**config.mk**
```make
export PLATFORM = sky130hd
export DESIGN_NAME = tabc_cordic_cell
export DESIGN_NICKNAME = d
export VERILOG_FILES = /design/src/hdl/assert_macros.svh /design/src/hdl/tabc_pkg.sv /design/src/hdl/tabc_cordic_cell.sv
export SDC_FILE = /design/constraint.sdc
export NUM_CORES = 1
export LEC_CHECK = 0
export BUFFER_PORTS_ARGS = -buffer_cell sky130_fd_sc_hd__clkbuf_2
export CORE_ASPECT_RATIO = 1.5
export CORE_MARGIN = 5
export CORE_UTILIZATION = 60
export CTS_BUF_LIST = sky130_fd_sc_hd__clkbuf_4
export DETAILED_ROUTE_END_ITERATION = 12
export PLACE_DENSITY = 0.82
export SYNTH_ARGS = -nofsm -noshare
export SYNTH_HDL_FRONTEND = slang
export SYNTH_SLANG_ARGS = --single-unit
```
**constraint.sdc**
```tcl
create_clock -name clk -period 0.9 [get_ports clk]
set_input_delay 0.045 -clock clk [delete_from_list [all_inputs] [get_ports clk]]
set_output_delay 0.045 -clock clk [all_outputs]
set_load 0.05 [all_outputs]
```
**src/hdl/assert_macros.svh**
```systemverilog
// Assertion macros shared by the RTL of the tilt angle band classifier.
// Each macro expects signals named clk and rst_n in the including scope.
`ifndef ASSERT_MACROS_SVH
`define ASSERT_MACROS_SVH

// Same-cycle implication, checked only out of reset.
`define ASSERT_IMPL(label, ante, cons) \
    label: assert property (@(posedge clk) disable iff (!rst_n) (ante) |-> (cons)) \
        else $error("assertion failed in tilt classifier");

// Next-cycle implication, checked only out of reset.
`define ASSERT_NEXT(label, ante, cons) \
    label: assert property (@(posedge clk) disable iff (!rst_n) (ante) |=> (cons)) \
        else $error("assertion failed in tilt classifier");

`endif

```
**src/hdl/tabc_pkg.sv**
```systemverilog
// Package for the tilt angle band classifier: widths, the arctangent table,
// pipeline payload types and register and band codes. No dependencies.
`timescale 1ns / 1ps

package tabc_pkg;

    localparam int ANGLE_FRAC_BITS = 8;
    localparam int CORDIC_STAGES   = 16;

    localparam int AXIS_W   = 16;
    localparam int LIMIT_W  = 15;
    localparam int ACC_FRAC = 24;
    localparam int GUARD    = 16;
    localparam int RAD_W    = 2 * AXIS_W;
    localparam int ROOT_W   = AXIS_W;
    localparam int REM_W    = ROOT_W + 2;
    localparam int CW       = 35;
    localparam int Z_W      = 32;
    localparam int ATAN_LEN = 24;
    localparam int IDX_W    = $clog2(ATAN_LEN);

    localparam int RND_SHIFT = ACC_FRAC - ANGLE_FRAC_BITS;
    localparam logic signed [Z_W-1:0] ROUND_HALF = Z_W'(1) << (RND_SHIFT - 1);
    localparam logic signed [Z_W-1:0] TILT_LIMIT = Z_W'(90) << ANGLE_FRAC_BITS;

    localparam logic [LIMIT_W-1:0] LOWER_RESET = LIMIT_W'(3840);
    localparam logic [LIMIT_W-1:0] UPPER_RESET = LIMIT_W'(7680);

    // Register indexes on the configuration port.
    localparam logic REG_LOWER = 1'b0;
    localparam logic REG_UPPER = 1'b1;

    typedef enum logic [1:0] {
        BAND_GREEN = 2'd0,
        BAND_BLUE  = 2'd1,
        BAND_RED   = 2'd2
    } band_t;

    // atan(2^-i) in degrees with ACC_FRAC fraction bits, rounded to nearest.
    localparam logic signed [Z_W-1:0] ATAN_TABLE [ATAN_LEN] = '{
        32'sd754974720, 32'sd445687602, 32'sd235489088, 32'sd119537938,
        32'sd60000934,  32'sd30029717,  32'sd15018523,  32'sd7509720,
        32'sd3754917,   32'sd1877466,   32'sd938734,    32'sd469367,
        32'sd234684,    32'sd117342,    32'sd58671,     32'sd29335,
        32'sd14668,     32'sd7334,      32'sd3667,      32'sd1833,
        32'sd917,       32'sd458,       32'sd229,       32'sd115
    };

    // Payload passed between square-root cells.
    typedef struct packed {
        logic [RAD_W-1:0]         rad;
        logic [REM_W-1:0]         rem;
        logic [ROOT_W-1:0]        root;
        logic signed [AXIS_W-1:0] ax;
    } sqrt_bus_t;

    // Payload passed between CORDIC cells.
    typedef struct packed {
        logic signed [CW-1:0]  x;
        logic signed [CW-1:0]  y;
        logic signed [Z_W-1:0] z;
        logic                  zero;
    } cordic_bus_t;

endpackage

```
**src/hdl/tabc_cordic_cell.sv**
```systemverilog
// One vectoring CORDIC cell: a single micro-rotation toward the x axis.
// Depends on tabc_pkg for the arctangent table and payload type.
`timescale 1ns / 1ps

module tabc_cordic_cell import tabc_pkg::*;
(
    input  logic             clk,
    input  logic             rst_n,
    input  logic             en,
    input  logic [IDX_W-1:0] stage_idx,
    input  logic             in_valid,
    input  cordic_bus_t      din,
    output logic             out_valid,
    output cordic_bus_t      dout
);

    logic                  valid_reg;
    cordic_bus_t           data_reg;
    cordic_bus_t           data_next;
    logic signed [CW-1:0]  dx;
    logic signed [CW-1:0]  dy;
    logic signed [Z_W-1:0] angle;

    always_comb
    begin
        // Arithmetic shifts round toward minus infinity.
        dx    = din.y >>> stage_idx;
        dy    = din.x >>> stage_idx;
        angle = ATAN_TABLE[stage_idx];
        data_next = din;
        if (!din.y[CW-1])
        begin
            data_next.x = din.x + dx;
            data_next.y = din.y - dy;
            data_next.z = din.z + angle;
        end
        else
        begin
            data_next.x = din.x - dx;
            data_next.y = din.y + dy;
            data_next.z = din.z - angle;
        end
    end

    always_ff @(posedge clk or negedge rst_n)
    begin
        if (!rst_n)
        begin
            valid_reg <= 1'b0;
        end
        else if (en)
        begin
            valid_reg <= in_valid;
        end
    end

    always_ff @(posedge clk)
    begin
        if (en)
        begin
            data_reg <= data_next;
        end
    end

    assign out_valid = valid_reg;
    assign dout      = data_reg;

endmodule
```
==> results of run 1 <==
==> per-stage QoR <==
stage | setup WS, ns | utilization (%)
CTS | -3.563 | 96.03
detailed placement | -4.772 | 86.41
global placement | -4.466 | 86.41
floorplan | -4.376 | -
==> repair_timing <==
item / CTS
cloned: 8
pin swaps: 115
gates resized for setup: 377
hold buffers: 5
endpoints found under the setup margin: 206
buffers inserted: 85
hold endpoints to repair: 74
==> metal layers <==
metal | track usage [%] | GRT overflow
met5 | 51.56 | 17
met4 | 100.9 | 415
met3 | 80.82 | 35
met2 | 111.2 | 968
met1 | 88.53 | 38
==> cells by family after synthesis <==
| family | synth area share, % |
|---|---|
| AO/OA/AOI/OAI | 22.93 |
| XOR/XNOR | 8.358 |
| multiplexers | 19.11 |
| flip-flops | 18.65 |
| AND/OR/NAND/NOR | 17.67 |
| buffers and inverters | 4.841 |
| adder cells (fa/ha/maj) | 8.441 |
==> synth_stat cells (37+ instances only) <==
library cell	count
nor2_1	160
nand2_1	146
a21oi_1	144
ha_1	108
edfxtp_1	103
o21ai_0	102
xnor2_1	98
mux4_2	81
mux2i_1	74
xor2_1	59
clkbuf_1	54
nor3_1	44
inv_1	43
nand3_1	43
mux2_2	41
buf_2	40
a21o_1	37
==> run summary, run 1 <==
HPWL Detailed = 66.34 mm
Die W = 146.3 µm
total placed cells including tap cells = 3,111
Max Root-Sink Buffers = 2
most used flip-flop cell after synthesis = edfxtp_1
status = stopped before the end
Post-Synthesis Cells = 1,893
Fail Step = 5_1_grt
Post-synth EDFFs = 103
Post-synth ARST share = 0.9615%
Error Message = [ERROR GRT-0116] Global routing finished with congestion. Check the congestion regions in the DRC Viewer.
largest net degree at the start of global routing = 49
Netlist cell types = 99
# clock sinks = 104
Root Driver = clkbuf_4
number of global-route vias before repair = 33,020
# H-tree levels = 3
TritonCTS buffer count = 9
Synth area leaders = edfxtp_1 18%, mux4_2 11%, ha_1 8.1%
Synthesis Warnings = 0
GRT overflow = 1,473
GP Congestion = 1.436
FP Rows = 75
Syn Nets = 2,116
Die Span Y = 214.5 µm
port bufs = 215
IO Pins = 216
gr usage total = 94.16%
register area share after synthesis = 18.65%
area leader, netlist = edfxtp_1
initial core utilization = 60.20%
first-pass GRT wire length = 233.5 mm
Yosys top cell area share = 18.50%
syn avg cell area = 8.833 µm²
placed instance area = 24,000 µm²
Netlist Area Pre-Place = 16,720 µm²
Seq cells post-synth = 104
==> run 2: changes to the inputs <==
--- a/config.mk
+++ b/config.mk
@@ -6,12 +6,10 @@
 export NUM_CORES = 1
 export LEC_CHECK = 0
 export BUFFER_PORTS_ARGS = -buffer_cell sky130_fd_sc_hd__clkbuf_2
-export CORE_ASPECT_RATIO = 1.5
 export CORE_MARGIN = 5
-export CORE_UTILIZATION = 60
-export CTS_BUF_LIST = sky130_fd_sc_hd__clkbuf_4
+export CORE_UTILIZATION = 40
 export DETAILED_ROUTE_END_ITERATION = 12
-export PLACE_DENSITY = 0.82
+export PLACE_DENSITY_LB_ADDON = 0.15
 export SYNTH_ARGS = -nofsm -noshare
 export SYNTH_HDL_FRONTEND = slang
 export SYNTH_SLANG_ARGS = --single-unit
==> run summary, run 2 <==
Metal-1 WL = 33.50 mm
initial core utilization = 40.13% (-20 points)
met2 WL post-DR = 41.11 mm
max reg flops = 103
slew margin rel. = 49.79%
Synth Area in XOR/XNOR = 8.358% (unchanged)
status = finished, violations left
dominant cell by count in the synthesized netlist = nor2_1
number of inserted diodes = 0
Syn Nets = 2,116 (unchanged)
worst r2r src = out_valid
IO Pins = 216 (unchanged)
commonest cells after routing, fill and taps aside = 854 x buf_4, 173 x clkbuf_2, 147 x nor2_1, 139 x nand2_1, 103 x edfxtp_1
synth cell count leaders = 160 x nor2_1, 146 x nand2_1, 144 x a21oi_1
Final Worst Setup Slack = -3.891 ns
most used flip-flop cell after synthesis = edfxtp_1
Post-Synthesis Cells = 1,893 (unchanged)
drt initial violations = 2,084
# H-tree levels = 3 (unchanged)
Seq cells post-synth = 104 (unchanged)
CTS tree = yes
layout cell share with drive strength beyond 1 = 53.87%
Vias = 20,560
nets = 3,140
Synth-to-Final Area Change = 65.04%
Setup-failing EPs final = 206
total placed cells including tap cells = 3,359 (+8.0%)
Yosys top cell area share = 18.50% (unchanged)
Slew Limit Fails = 0
period utilization = 532.3%
Netlist Area Pre-Place = 16,720 µm² (unchanged)
Routed wire per std cell = 24.46 µm
crit path cell chain = buf_16, buf_4, mux2_4, mux4_2, nand2_1, o2111a_1, nor3b_4, buf_6, nand4_4, nor3_4, a21oi_2, xor2_1, ha_1, or3_1, o21ai_2, a21oi_2, a221oi_2, o22ai_1, a31o_2, or4_4, a311oi_2, xnor3_1
uppermost layer routed = met4
Startpoint Class = input port
TritonCTS buffer count = 9 (unchanged)
port bufs = 215 (unchanged)
Flop pwr share = 18.0%
RSZ-0062 raised after global routing = true
CP Data Arrival Time = 4.94 ns
routed wire length = 84.67 mm
failing checks = negative setup slack
core area = 41,670 µm²
post-route ant nets = 0
register area share after synthesis = 18.65% (unchanged)
max frequency = 208.7 MHz
Pwr Density = 1523 nW/µm²
Layout Cells excl Fill = 3,461
GP Congestion = 1.037 (-28%)
FP Rows = 75 (unchanged)
sw frac = 46.10%
most common cell after layout, fill and taps aside = buf_4
Setup CP Type = input port to register
syn avg cell area = 8.833 µm² (unchanged)
Leak = 12.31 nW
CP most frequent cell = a21oi_2
Synthesis Warnings = 0 (unchanged)
Max Cap Viol = 0
Crit path required time = 1.05 ns
Hold Startpoint = din[33]
worst skew pair latency = 0.40 ns
CP max stage delay = 0.51 ns
HPWL Detailed = 67.68 mm (+2.0%)
vias per cell = 5.940
Post-synth ARST share = 0.9615% (unchanged)
Layout Skew = 0 ns
Die Span Y = 214.5 µm (unchanged)
Worst setup EP type = register
critical path's slowest cell = mux4_2
gr usage total = 34.93%
Hold Crit Class = input port to register
Max Root-Sink Buffers = 2 (unchanged)
first-pass GRT wire length = 124.6 mm
simple-gate portion of the synthesized area = 17.67% (unchanged)
Root Driver = clkbuf_16
combinational share of power = 71.7%
Post-synth EDFFs = 103 (unchanged)
drt drc = 0
full die area = 45,990 µm²
largest net degree at the start of global routing = 43
placed instance area = 24,710 µm² (+3.0%)
main combinational cell family by area after synthesis = compound AO/OA/AOI/OAI gates
post-synthesis mux area share = 19.11% (unchanged)
clk slew on worst S/H paths = 0.08 ns
# clock sinks = 104 (unchanged)
Final Hold Fails = 0
switching power = 19.38 mW
initial antenna violation count = 0
Worst Path Buf+Inv = 3
Synth area leaders = edfxtp_1 18%, mux4_2 11%, ha_1 8.1%
Peak VDD IR = 1290 µV
DRT Pass-1 Iters = 8
Met3 Wirelength = 6.192 mm
clock share of power = 10.4%
area leader, netlist = edfxtp_1
Synth Area in Compound Gates = 22.93% (unchanged)
Netlist cell types = 99 (unchanged)
Synth Area in Adders = 8.441% (unchanged)
Slew @ Worst Pin = 0.7474 ns
post-route cell area = 27,600 µm²
family with the most delay on the worst path = simple AND/OR/NAND/NOR gates
Internal = 22.66 mW
number of global-route vias before repair = 20,660
crit path max fanout = 7
min Tclk post-route = 4.791 ns
Critical Path Source = stage_idx[0]
GRT overflow = 0
Die W = 214.5 µm (+47%)
-- run 2: cell counts after synthesis --
No cell type changed its count.
-- run 2: worst paths after layout --
| kind | end | slack, ns | depth (start not counted) |
|---|---|---|---|
| max | dout[67] | -3.89 | 22 |
| min | dout[33] | 0.05 | 2 |
| max reg2reg | out_valid | 0.13 | 1 |
| min reg2reg | out_valid | 0.53 | 1 |
| max in group asynchronous | out_valid | 0.31 | 3 |
| min in group asynchronous | out_valid | 0.47 | 3 |
-- run 2: layer usage --
layer,vias to the layer above,track usage (%)
li1,9383,-
met4,0,14.45
met1,10030,43.60
met2,933,60.42
met5,-,0
met3,213,5.450
-- run 2: per-stage QoR --
stage	hold WS (ns)	setup WS (ns)	util, %	total power [mW]	TNS, ns
2_1_floorplan	-0.2506	-4.376	-	22.93	-318.62
3_3_place_gp	-0.1802	-4.677	59.31	33.56	-380.56
3_5_place_dp	-0.1784	-4.677	59.31	33.89	-386.19
4_1_cts	0.02322	-3.750	63.64	40.22	-317.25
5_1_grt	0.03849	-3.984	66.23	44.07	-335.53
6_report	0.05412	-3.891	66.23	42.04	-319.29
-- run 2: kinds of logic (layout without fill, tap and decap cells) --
| kind of cell | after synthesis | after routing |
|---|---|---|
| simple gates | 582 | 582 |
| compound gates | 573 | 573 |
| mux | 203 | 203 |
| buf+inv | 162 | 1191 |
| xor+xnor | 158 | 158 |
| fa+ha+maj | 111 | 111 |
| flops | 104 | 104 |
-- run 2: area by class of cell --
class / instances / area [µm²]
clock buffer: 10 / 229.0
clock inverter: 6 / 73.82
multi-input combinational: 1627 / 14610
tap: 539 / 674.4
timing repair buffer: 1131 / 8712
fill: 3409 / 14070
sequential: 104 / 3119
inverter: 44 / 173.9
-- run 2: repair_timing --
action	CTS	global route
setup buffers	46	32
gates resized for setup	231	201
pin swaps	90	75
hold buffers	4	0
hold endpoints to repair	3	0
endpoints found under the setup margin	206	206
cloned	5	0
-- run 2: power by group through the flow --
stage	clock, mW	combinational, mW	sequential (mW)
floorplan	0	10.9	12.0
global placement	0	26.0	7.59
detailed placement	0	26.3	7.62
CTS	4.51	28.2	7.55
global route	4.71	31.7	7.68
finish	4.36	30.1	7.55
(Power assumes the default switching activity.)
