**config.mk**
```make
export PLATFORM = sky130hd
export DESIGN_NAME = tabc_sqrt_cell
export DESIGN_NICKNAME = d
export VERILOG_FILES = /design/src/hdl/assert_macros.svh /design/src/hdl/tabc_pkg.sv /design/src/hdl/tabc_sqrt_cell.sv
export SDC_FILE = /design/constraint.sdc
export NUM_CORES = 1
export LEC_CHECK = 0
export ABC_AREA = 0
export BUFFER_PORTS_ARGS = -buffer_cell sky130_fd_sc_hd__clkbuf_2
export CORE_MARGIN = 2
export CORE_UTILIZATION = 50
export DETAILED_ROUTE_END_ITERATION = 10
export GPL_TIMING_DRIVEN = 0
export PLACE_DENSITY = 0.85
export SLEW_MARGIN = 20
export SYNTH_ARGS = -nofsm -noshare
export SYNTH_HDL_FRONTEND = slang
export SYNTH_SLANG_ARGS = --single-unit
```
**constraint.sdc**
```tcl
create_clock -name clk -period 2.1 [get_ports clk]
set_input_delay 0 -clock clk [delete_from_list [all_inputs] [get_ports clk]]
set_output_delay 0 -clock clk [all_outputs]
set_load 0.03 [all_outputs]
```
**src/hdl/assert_macros.svh**
```systemverilog
// Assertion macros shared by the RTL of the tilt angle band classifier.
// Each macro expects signals named clk and rst_n in the including scope.
`ifndef ASSERT_MACROS_SVH
`define ASSERT_MACROS_SVH

// Same-cycle implication, checked only out of reset.
`define ASSERT_IMPL(label, ante, cons) \
    label: assert property (@(posedge clk) disable iff (!rst_n) (ante) |-> (cons)) \
        else $error("assertion failed in tilt classifier");

// Next-cycle implication, checked only out of reset.
`define ASSERT_NEXT(label, ante, cons) \
    label: assert property (@(posedge clk) disable iff (!rst_n) (ante) |=> (cons)) \
        else $error("assertion failed in tilt classifier");

`endif

```
**src/hdl/tabc_pkg.sv**
```systemverilog
// Package for the tilt angle band classifier: widths, the arctangent table,
// pipeline payload types and register and band codes. No dependencies.
`timescale 1ns / 1ps

package tabc_pkg;

    localparam int ANGLE_FRAC_BITS = 8;
    localparam int CORDIC_STAGES   = 16;

    localparam int AXIS_W   = 16;
    localparam int LIMIT_W  = 15;
    localparam int ACC_FRAC = 24;
    localparam int GUARD    = 16;
    localparam int RAD_W    = 2 * AXIS_W;
    localparam int ROOT_W   = AXIS_W;
    localparam int REM_W    = ROOT_W + 2;
    localparam int CW       = 35;
    localparam int Z_W      = 32;
    localparam int ATAN_LEN = 24;
    localparam int IDX_W    = $clog2(ATAN_LEN);

    localparam int RND_SHIFT = ACC_FRAC - ANGLE_FRAC_BITS;
    localparam logic signed [Z_W-1:0] ROUND_HALF = Z_W'(1) << (RND_SHIFT - 1);
    localparam logic signed [Z_W-1:0] TILT_LIMIT = Z_W'(90) << ANGLE_FRAC_BITS;

    localparam logic [LIMIT_W-1:0] LOWER_RESET = LIMIT_W'(3840);
    localparam logic [LIMIT_W-1:0] UPPER_RESET = LIMIT_W'(7680);

    // Register indexes on the configuration port.
    localparam logic REG_LOWER = 1'b0;
    localparam logic REG_UPPER = 1'b1;

    typedef enum logic [1:0] {
        BAND_GREEN = 2'd0,
        BAND_BLUE  = 2'd1,
        BAND_RED   = 2'd2
    } band_t;

    // atan(2^-i) in degrees with ACC_FRAC fraction bits, rounded to nearest.
    localparam logic signed [Z_W-1:0] ATAN_TABLE [ATAN_LEN] = '{
        32'sd754974720, 32'sd445687602, 32'sd235489088, 32'sd119537938,
        32'sd60000934,  32'sd30029717,  32'sd15018523,  32'sd7509720,
        32'sd3754917,   32'sd1877466,   32'sd938734,    32'sd469367,
        32'sd234684,    32'sd117342,    32'sd58671,     32'sd29335,
        32'sd14668,     32'sd7334,      32'sd3667,      32'sd1833,
        32'sd917,       32'sd458,       32'sd229,       32'sd115
    };

    // Payload passed between square-root cells.
    typedef struct packed {
        logic [RAD_W-1:0]         rad;
        logic [REM_W-1:0]         rem;
        logic [ROOT_W-1:0]        root;
        logic signed [AXIS_W-1:0] ax;
    } sqrt_bus_t;

    // Payload passed between CORDIC cells.
    typedef struct packed {
        logic signed [CW-1:0]  x;
        logic signed [CW-1:0]  y;
        logic signed [Z_W-1:0] z;
        logic                  zero;
    } cordic_bus_t;

endpackage

```
**src/hdl/tabc_sqrt_cell.sv**
```systemverilog
// One cell of the integer square-root chain: settles one bit of the root.
// Depends on tabc_pkg.
`timescale 1ns / 1ps

module tabc_sqrt_cell import tabc_pkg::*;
(
    input  logic      clk,
    input  logic      rst_n,
    input  logic      en,
    input  logic      in_valid,
    input  sqrt_bus_t din,
    output logic      out_valid,
    output sqrt_bus_t dout
);

    logic             valid_reg;
    sqrt_bus_t        data_reg;
    sqrt_bus_t        data_next;
    logic [REM_W+1:0] cand;
    logic [REM_W+1:0] trial;

    always_comb
    begin
        cand  = {din.rem, din.rad[RAD_W-1 -: 2]};
        trial = {2'b00, din.root, 2'b01};
        data_next     = din;
        data_next.rad = din.rad << 2;
        if (cand >= trial)
        begin
            data_next.rem  = REM_W'(cand - trial);
            data_next.root = {din.root[ROOT_W-2:0], 1'b1};
        end
        else
        begin
            data_next.rem  = REM_W'(cand);
            data_next.root = {din.root[ROOT_W-2:0], 1'b0};
        end
    end

    always_ff @(posedge clk or negedge rst_n)
    begin
        if (!rst_n)
        begin
            valid_reg <= 1'b0;
        end
        else if (en)
        begin
            valid_reg <= in_valid;
        end
    end

    always_ff @(posedge clk)
    begin
        if (en)
        begin
            data_reg <= data_next;
        end
    end

    assign out_valid = valid_reg;
    assign dout      = data_reg;

endmodule

```
# Word level (Yosys, flattened, before mapping)
# Index checks and enable logic that the tools add are counted.
[classes] addsub=1 n_mul=0 div=0 n_lt_le_gt_ge=1 eq_ne=0 shift=0 muxes=1 n_bitwise=0 n_reduce_logical=0
[op_table] operator="34-bit two-way mux" n=1
[op_table] operator="20-bit by 18-bit greater-or-equal comparator with 1-bit output" n=1
[op_table] operator="18-bit subtractor" n=1
[totals] regBits=81 latch_bits=0 ram_bits=0 romBits=0 in_bits=86 out_inout_bits=83 wordCells=8 mem_count=0

# Logic depth before layout (Yosys ltp)
[logic_depth] ltp_word=2 mapped_depth=11 depth_no_buf=9

# Worst setup path after synthesis
# OpenSTA, ideal clock, no wires.
[synth_timing] path_kind="input port to flip-flop" startpoint="in din[23] (netlist bit)" endpoint="reg data_reg, in the netlist dout[42] (data pin)" setup_time_ns=0.260 arrival_time_ns=1.719 required_ns=1.840 path_slack_ns=0.122 cell_stages=11 path_buffers=2 path_cell_list="inv_1 -> ha_1 -> buf_2 -> nand2_1 -> nor2_1 -> nand3_1 -> nor2_1 -> o21ai_2 -> o211ai_4 -> buf_6 -> mux2_2"
[synth_lines] element="start, declared" line="tabc_sqrt_cell.sv:11" source="input sqrt_bus_t din,"
[synth_lines] element="end signal, assigned" line="tabc_sqrt_cell.sv:56" source="data_reg <= data_next;"
[synth_lines] element="end, declared" line="tabc_sqrt_cell.sv:17" source="sqrt_bus_t data_reg;"

==> results.md <==
Power and ir drop:
- The total power is around 4.6 mW.
- The share of total power dissipated in sequential elements is 0.437.
- In this run the static leakage power is 2.55 nW.
- The share of total power dissipated in the clock network is 0.308.
- Of the total power, the share spent switching nets is 0.308.
- Dividing total power by cell area gives a power density of 812 nW/um2.
- IR analysis of the VDD net gives a maximum drop of 0.445 mV.
- The internal portion of total power is 3.21 mW.
- The analysis attributes to net switching a power of approximately 1.4 mW.
- The portion of total power attributed to combinational logic is 0.255.

Critical path:
- For the worst setup path, the data arrival time is 2100 ps.
- The launching element type of the critical path is an input pin.
- The kind of critical path is input pin to flop.
- The worst reg2reg path depth is 1.
- Data on the critical path is required at its endpoint by 2190 ps.
- The number of buffers and inverters on the critical path is 3.
- The terminus of the critical flop-to-flop path is out_valid.
- The setup check on the worst reg-to-reg path leaves a slack of ~1300 ps.
- The startpoint identified for the worst register-to-register timing path is out_valid.
- STA classifies the critical path endpoint as a flop.
- The critical path crosses 7 cells after its start point.
- The largest stage delay on the critical path is approximately 840 ps.
- Walking the worst path, the cells encountered are clkbuf_2 -> inv_1 -> ha_1 -> a2111oi_1 -> o211ai_4 -> buf_6 -> mux2_1.
- The slowest library cell on the worst path is sky130_fd_sc_hd__a2111oi_1.
- The most critical setup path has its endpoint at dout[48].
- The dominant delay contributor by cell family on the critical path is compound AO/OA/AOI/OAI gates.
- The maximum fanout count along the critical path is 10.
- The critical path starts at din[31].

Final layout:
- In the final layout, the share of cells above drive strength 1 is 0.412.
- The finished cells cover 5710 um2.
- Once layout is complete, the cells apart from fillers number 614.
- The number of nets in the layout is slightly above 600.
- The post-layout utilization of the core is 0.795.
- The multi-input combinational cells in the finished layout cover a total of between 1000 and 1500 um2.
- Summing all flip-flop and latch instances after layout gives ~2400 um2.
- The area growth from synthesis to layout is 56.2%.
- The number of fill cells is between 300 and 400.

Yosys:
- For this run, the register share of the synthesized area comes to 0.664.
- The cell area after technology mapping is between 3000 and 4000 um2.
- By count the netlist is led by sky130_fd_sc_hd__edfxtp_1 (80), sky130_fd_sc_hd__inv_1 (20), sky130_fd_sc_hd__ha_1 (18).
- Of the total synthesized cell area, the portion taken by AND, OR, NAND and NOR gates is 0.0613.
- The synthesized design contains 80 enable-type register cells.
- The fraction of synthesized cell area taken by the top area cell type is 0.657.
- The average instance in the mapped netlist occupies around 15 um2.
- Synthesis handed over a netlist of between 200 and 250 instances.
- In the post-synthesis netlist, the biggest area contributors are sky130_fd_sc_hd__edfxtp_1 (66%), sky130_fd_sc_hd__ha_1 (6.2%), sky130_fd_sc_hd__mux2_2 (4.3%).
- Of the total synthesized cell area, the portion taken by XOR and XNOR cells is 0.0336.
- The share of cell area taken by muxes after synthesis is 0.0575.
- After synthesis, the largest family of logic cells by area is compound AO/OA/AOI/OAI gates.
- The total of warnings raised by yosys is 0.
- For this run, the leading register cell type out of synthesis is sky130_fd_sc_hd__edfxtp_1.
- After synthesis, the share of flip-flops with an asynchronous set or reset is 0.0123.
- The fraction of the mapped netlist area in compound gates is 0.0894.
- Of the total synthesized cell area, the portion taken by full adders, half adders and majority gates is 0.0616.
- The cell taking the most area after synthesis is sky130_fd_sc_hd__edfxtp_1.
- The most used standard cell by instance count after synthesis is sky130_fd_sc_hd__edfxtp_1.
- In this run, synthesis produced a sequential element count of 81.
- The number of distinct library cells after synthesis is 44.

Floorplan:
- The floorplan has 31 rows.
- The die is between 80 and 90 um wide.
- For this configuration, the core starts out at a cell density of 0.509.
- The height of the die is 89.5 um.
- The die covers roughly 8000 um2.
- For this design the top-level I/O count stands at roughly 170.
- The floorplan step defined a core boundary enclosing just over 7000 um2.

STA:
- Derived from the worst setup path, the maximum achievable clock frequency is 0.497 GHz.
- The max-slew violation total from the final report came to 0.
- Counting I/O delays and the setup requirement, the final critical path takes 2010 ps.
- The max-slew headroom at the worst pin is 0.422.
- The worst setup skew after layout is 0 ps.
- The count of final setup violators is 0.
- The count of endpoints failing hold in the final timing report came to 0.
- The pin slew with the least headroom to its limit is about 870 ps.
- Setup repair after global routing left no endpoint under its margin.
- The final total negative setup slack is 0 ps.
- The post-route fraction of the period consumed by the critical path is 0.958.

Clock tree:
- The clock buffer count from CTS is 9.
- The clock network latency to the later pin of the worst-skew pair is roughly 340 ps.
- The level count of the clock H-tree is 3.
- The clock sink count is 81.
- The root buffer cell chosen for the clock tree is sky130_fd_sc_hd__clkbuf_8.
- TritonCTS built the clock tree.
- The clock passes through at most 2 buffers.
- Clock-pin slew was measured on the worst setup and hold paths at 90 ps.

Route:
- After detailed routing, the number of vias per cell comes to approximately 5.4.
- The sum of met3 wire segment lengths after detailed routing is between 1000 and 1500 um.
- The post-detailed-routing wire length is approximately 13000 um.
- After detailed routing, the wire length on met1 is around 4600 um.
- The detailed router used layers up to and including met4.
- In this run, the number of DRC markers left after iteration 0 of detailed routing was about 490.
- After detailed routing, the average wire length per cell comes to around 21 um.
- The number of routed nets with antenna violations is 0.
- The via count is 3343.
- The iteration count of the initial detailed-routing pass is 6.
- The routed design uses 6480 um of met2 wire.
- The total DRC errors in the routed layout is 0.

Min path:
- The min-delay analysis places its worst path in the category input pin to flop.

Global route:
- The initial antenna violation count is 1.
- The first-pass GRT wire length is approximately 18000 um.
- Entering global routing, the biggest net connects 52 pins.
- For this run the aggregate overflow at the end of global routing stands at 0.
- The number of global-route vias before repair is about 3300.
- The global router's overall resource usage is 0.305.

Placement:
- The global placement routability congestion is between 0.8 and 0.9.
- The count of input and output buffers is 166.
- The post-DP HPWL is 6500 um.
- After detailed placement, the total cell area comes to between 4000 and 5000 um2.
- The number of placed instances, taps included, is about 520.

Flow run:
- The tool flagged a number of max-cap violations equal to 0.

Outcome:
- The flow ran to the end, and the final reports show no timing, DRC or antenna violations.
## power by group through the flow
stage / Combinational [mW] / Clock (mW) / Sequential [mW]
detailed placement: 0.997 / 0 / 2.04
CTS: 1.12 / 1.37 / 2.01
global route: 1.25 / 1.48 / 2.04
finish: 1.18 / 1.43 / 2.03
global placement: 0.967 / 0 / 2.04
floorplan: 0.336 / 0 / 2.37
## flip-flops by register name, indices dropped and copies added, names as in the netlist
register,count
dout,80
out_valid,1
## worst min path at each step
stage                       start  slack [ps]  cells after the start         to
after floorplan             rst_n        -300                      0  out_valid
after global placement      rst_n        -220                      1  out_valid
after detailed placement    rst_n        -220                      1  out_valid
after CTS                 din[45]           3                      3   dout[47]
after global routing      din[45]           2                      3   dout[47]
final                     din[45]          10                      3   dout[47]
## cells by family after synthesis
family | Yosys count
AO/OA/AOI/OAI | 43
buffers and inverters | 26
multiplexers | 19
other | 1
XOR/XNOR | 14
adder cells (fa/ha/maj) | 18
AND/OR/NAND/NOR | 46
flip-flops | 81
## per-layer routing
layer  vias up  track usage
met1      1562        0.346
met5         -            0
met2       287        0.544
met4         0        0.115
met3        43       0.0840
li1       1451            -
## layout by cell type (no fill, tap or decap), types with 9 or more instances in the layout
cell	instances
sky130_fd_sc_hd__inv_1	20
sky130_fd_sc_hd__nand2_1	12
sky130_fd_sc_hd__nor2_1	10
sky130_fd_sc_hd__edfxtp_1	80
sky130_fd_sc_hd__xnor2_1	10
sky130_fd_sc_hd__ha_1	18
sky130_fd_sc_hd__dlygate4sd3_1	79
sky130_fd_sc_hd__clkbuf_2	165
sky130_fd_sc_hd__clkbuf_8	9
sky130_fd_sc_hd__a21oi_1	15
sky130_fd_sc_hd__mux2_2	14
## final cells by class
| type | instances | area share |
|---|---|---|
| multi-input cells | 142 | 0.196 |
| clock inverters | 6 | 0.0202 |
| inverters | 20 | 0.0132 |
| repair buffers | 250 | 0.295 |
| flip-flops and latches | 81 | 0.425 |
| well taps | 99 | 0.0217 |
| clock buffers | 9 | 0.0217 |
| plain buffers | 6 | 0.00701 |
| diodes | 1 | 0.000438 |
## timing repair
item | in CTS | in global routing
hold buffers | 79 | 0
buffers inserted | 0 | 4
gates resized for setup | 0 | 1
setup endpoints to repair | 0 | 6
endpoints found under the hold margin | 78 | 0
## stage by stage
stage          hold slack [ps]  setup slack, ps
6_report                  9.95             87.3
4_1_cts                   2.72             53.5
5_1_grt                   1.61            0.347
3_3_place_gp              -224             -271
2_1_floorplan             -296              122
3_5_place_dp              -217             -307
Note: power is estimated with default switching activity, not from simulation.
